--- src/sv/irsm_pkg.sv ---
`timescale 1ns / 1ps

package irsm_pkg;

   localparam logic CMD_LOAD   = 1'b0;
   localparam logic CMD_FINISH = 1'b1;

   localparam int ADDR_W = 32;

   typedef logic [ADDR_W-1:0] addr_type;

   // one stored range and its occupancy
   typedef struct packed {
      logic     valid;
      addr_type lo;
      addr_type hi;
   } entry_type;

   // per-cycle command to every cell of the chain
   typedef struct packed {
      logic ins;
      logic pop;
   } cell_ctl_type;

   // true when range a sorts ahead of range b
   function automatic logic goes_before(addr_type alo, addr_type ahi,
                                        addr_type blo, addr_type bhi);
      logic res;
      if (alo != blo) begin
         res = (alo < blo);
      end else begin
         res = (ahi > bhi);
      end
      return res;
   endfunction

endpackage

--- src/sv/irsm_cell.sv ---
`timescale 1ns / 1ps

module irsm_cell (
   input  logic                  clock,
   input  logic                  reset,
   input  irsm_pkg::cell_ctl_type ctl,
   input  irsm_pkg::entry_type   new_entry,
   input  logic                  prev_take,
   input  irsm_pkg::entry_type   prev_entry,
   input  irsm_pkg::entry_type   next_entry,
   output logic                  take,
   output irsm_pkg::entry_type   entry
);
   import irsm_pkg::*;

   entry_type entry_ff;
   entry_type entry_in;

   // new range lands here or further up when this cell is empty or the range sorts ahead of our entry
   assign take = !entry_ff.valid ||
                 goes_before(new_entry.lo, new_entry.hi, entry_ff.lo, entry_ff.hi);

   always_comb begin
      entry_in = entry_ff;
      if (ctl.pop) begin
         entry_in = next_entry;
      end else if (ctl.ins && take) begin
         if (prev_take) begin
            entry_in = prev_entry;
         end else begin
            entry_in       = new_entry;
            entry_in.valid = 1'b1;
         end
      end
   end

   always_ff @(posedge clock) begin
      if (reset) begin
         entry_ff.valid <= 1'b0;
      end else begin
         entry_ff.valid <= entry_in.valid;
      end
      entry_ff.lo <= entry_in.lo;
      entry_ff.hi <= entry_in.hi;
   end

   assign entry = entry_ff;

endmodule

--- config.mk ---
export PLATFORM = sky130hd
export DESIGN_NAME = irsm_cell
export DESIGN_NICKNAME = d
export VERILOG_FILES = /design/src/sv/irsm_pkg.sv /design/src/sv/irsm_cell.sv
export SDC_FILE = /design/constraint.sdc
export NUM_CORES = 1
export LEC_CHECK = 0
export ABC_AREA = 1
export BUFFER_PORTS_ARGS = -buffer_cell sky130_fd_sc_hd__buf_2
export CORE_UTILIZATION = 35
export CTS_CLUSTER_DIAMETER = 80
export CTS_CLUSTER_SIZE = 14
export DETAILED_ROUTE_END_ITERATION = 8
export GPL_TIMING_DRIVEN = 1
export MAX_ROUTING_LAYER = met4
export PLACE_DENSITY = 0.62
export SLEW_MARGIN = 20
export SYNTH_ARGS = -nofsm -noshare
export SYNTH_HDL_FRONTEND = slang
export SYNTH_SLANG_ARGS = --single-unit
--- constraint.sdc ---
create_clock -name clock -period 3.6 [get_ports clock]
set_input_delay 0.54 -clock clock [delete_from_list [all_inputs] [get_ports clock]]
set_output_delay 0.54 -clock clock [all_outputs]
set_load 0.01 [all_outputs]
==> impl_metrics.toml <==
[run_status]
status = "finished clean"

[critical_path]
worstRegToRegCells = 13
crit_path_end_kind = "flop"
cp_cell_sequence = "inv_1 > ha_1 > nand2_1 > nor4_1 > nand2_1 > inv_1 > nand2_1 > nand2_1 > nand2_1 > nand2_2 > nand2_2 > nand2_2 > buf_12"
cp-endpoint = "entry[55]"
critical_path_required_ns = 3.62
slowest_stage = "nand2_2"
worst_path_largest_cell_delay_ns = 0.38
path_class = "flop to flop"
crit_fanout = 28
path_common_cell = "nand2_1"
rr_startpoint = "entry[23]"
arrival_ns = 2.63
startpoint = "entry[23]"
rr_endpoint = "entry[55]"
start_kind = "flop"
r2r_slack_ns = 0.99

[sta]
slew_headroom = 0.479
tns_ns = 0
final-setup-viol-count = 0
tightest_slew_ns = 0.782
post-route-period-util = 0.724
finalHoldViolations = 0
holdWs_ns = 0.477
fin_ws_ns = 0.992
rsz0062_at_grt = "no"
clock_skew_ns = 0.00770
max_freq_ghz = 0.383
period_needed_ns = 2.61
slew_violations = 0

[global_routing]
grt_pass1_wl_mm = 22.7
grt_util_all_layers = 0.206
grt_max_degree = 68
antenna_found_initial = 0
grt_overflow_total = 0
grt_pass1_vias = 4783

[power]
p_per_area_nw_per_um2 = 376
vdd_ir_drop_max_mv = 0.175
p_leak_nw = 3.60

[synthesis]
synth.most_common_cell = "a21oi_1"
ys.flop_type = "edfxtp_1"
synth.area.top_cells = "edfxtp_1 39%, ha_1 16%, a21oi_1 16%, nand2_1 10%, nor2_1 6.4%"
synth.area.mux_share = 0
synth_edf_count = 64
syn-cell-area_um2 = 4990
synthesis.nets = 915
synth-xor-area-share = 0
synth_top_family_by_area = "simple AND/OR/NAND/NOR gates"
synth.distinct_cells = 24
synth_common_cells = "157 x a21oi_1, 138 x nand2_1, 85 x nor2_1"
async_flop_share = 0
ys_seq_area_frac = 0.389
netlist_instances = 651
yosys.area_share.adder = 0.161
synth_simple_gate_area_frac = 0.189
synth_top_cell_area_share = 0.385
yosysWarnings = 0
synth_area_per_cell_um2 = 7.66
synth_compound_area_frac = 0.175
synth_largest_area_cell = "edfxtp_1"
ys_ff_latch = 65

[place]
hpwlAfterDp_mm = 11.1
place.gp.congestion = 0.795
place_ws_ns = 0.680
port_buffers = 264

[final_layout]
multiInputGateArea_um2 = 2610
diodes = 0
drive_gt1_frac = 0.327
nets = 1167
largest_reg_flops = 65
fill_cells = 1445
area_delta_synth_final_pct = 36.3
regArea_um2 = 1940

[floorplanning]
dieArea_um2 = 14700
start_util = 0.359
rows = 43
chipWidth_um = 121
ios = 266
die_h_um = 121
core_area_um2 = 13900

[detailed_routing]
vias = 5131
drc = 0
totalWireLength_mm = 14.9
wire_per_inst_um = 13.7
viasPerCell = 4.72
firstDrtPassIters = 4
ant_nets = 0
drtIter0Drc = 188

[clocking]
cts_made_buffers = 9
post_cts_buffers = 0
path_clk_slew_ns = 0.06
ctsResizeCount = 0
hold_buffers = 0
cts_tree = "yes"
cts-root-buf = "clkbuf_16"
clock-sinks = 65
clk_latency_ns = 0.33
cts_buffer_depth = 2
htreeDepth = 3

[hold_path]
hold_class = "input pin to flop"

[job]
cap_violations = 0
layout make-up:
cell class / instances / area share
clock buffers: 10 / 0.0337
clock inverters: 6 / 0.0121
inverters: 84 / 0.0464
multi-input cells: 473 / 0.384
flip-flops and latches: 65 / 0.286
well taps: 180 / 0.0331
repair buffers: 270 / 0.205
cell usage in the layout, fill, tap and decap left out, types with 3 or more instances in the layout:
cell / n
a21oi_1: 157
buf_2: 264
buf_4: 4
clkbuf_16: 9
clkinv_2: 3
edfxtp_1: 64
ha_1: 64
inv_1: 82
nand2_1: 138
nand2_2: 5
nand3_1: 4
nor2_1: 85
o21ai_0: 6
critical path: cells and delay by family (launching register included):
kind          cells  cell delay [ns]
buf+inv           3             0.39
flops             1             0.34
fa+ha+maj         1             0.28
simple gates      9             1.28
power breakdown:
group	internal [W]	switching (W)	total, W
Sequential	0.000928	0.0000350	0.000963
Combinational	0.000286	0.000379	0.000665
Clock	0.000603	0.000329	0.000931
per-stage QoR:
step	utilization	cells	power, W	area [um2]
floorplan	-	651	0.00135	4990
global placement	0.467	1072	0.00164	6490
detailed placement	0.467	1072	0.00165	6490
CTS	0.490	1088	0.00260	6800
global route	0.490	1088	0.00272	6800
finish	0.490	1088	0.00256	6800
metal layers:
metal,GRT usage,vias up,share of wire
met5,-,-,0
met4,0.0756,0,0.021
met3,0.0324,18,0.054
met2,0.346,170,0.48
met1,0.248,2271,0.44
li1,-,2672,-
worst min path at each step:
stage / end / depth (start not counted) / startpoint / slack, ns
2_1_floorplan: entry[64] / 2 / entry[64] / 0.59
3_3_place_gp: entry[64] / 2 / entry[64] / 0.61
3_5_place_dp: entry[64] / 2 / entry[64] / 0.59
4_1_cts: entry[64] / 4 / reset / 0.46
5_1_grt: entry[64] / 4 / reset / 0.47
6_report: entry[64] / 4 / reset / 0.48
cell families after synthesis:
family                     after synthesis
AOI/OAI and AO/OA                      170
adders and majority gates               64
buffers and inverters                  113
DFF                                     65
and+or+nand+nor                        239
No activity file was read; power rests on OpenSTA's default activity.
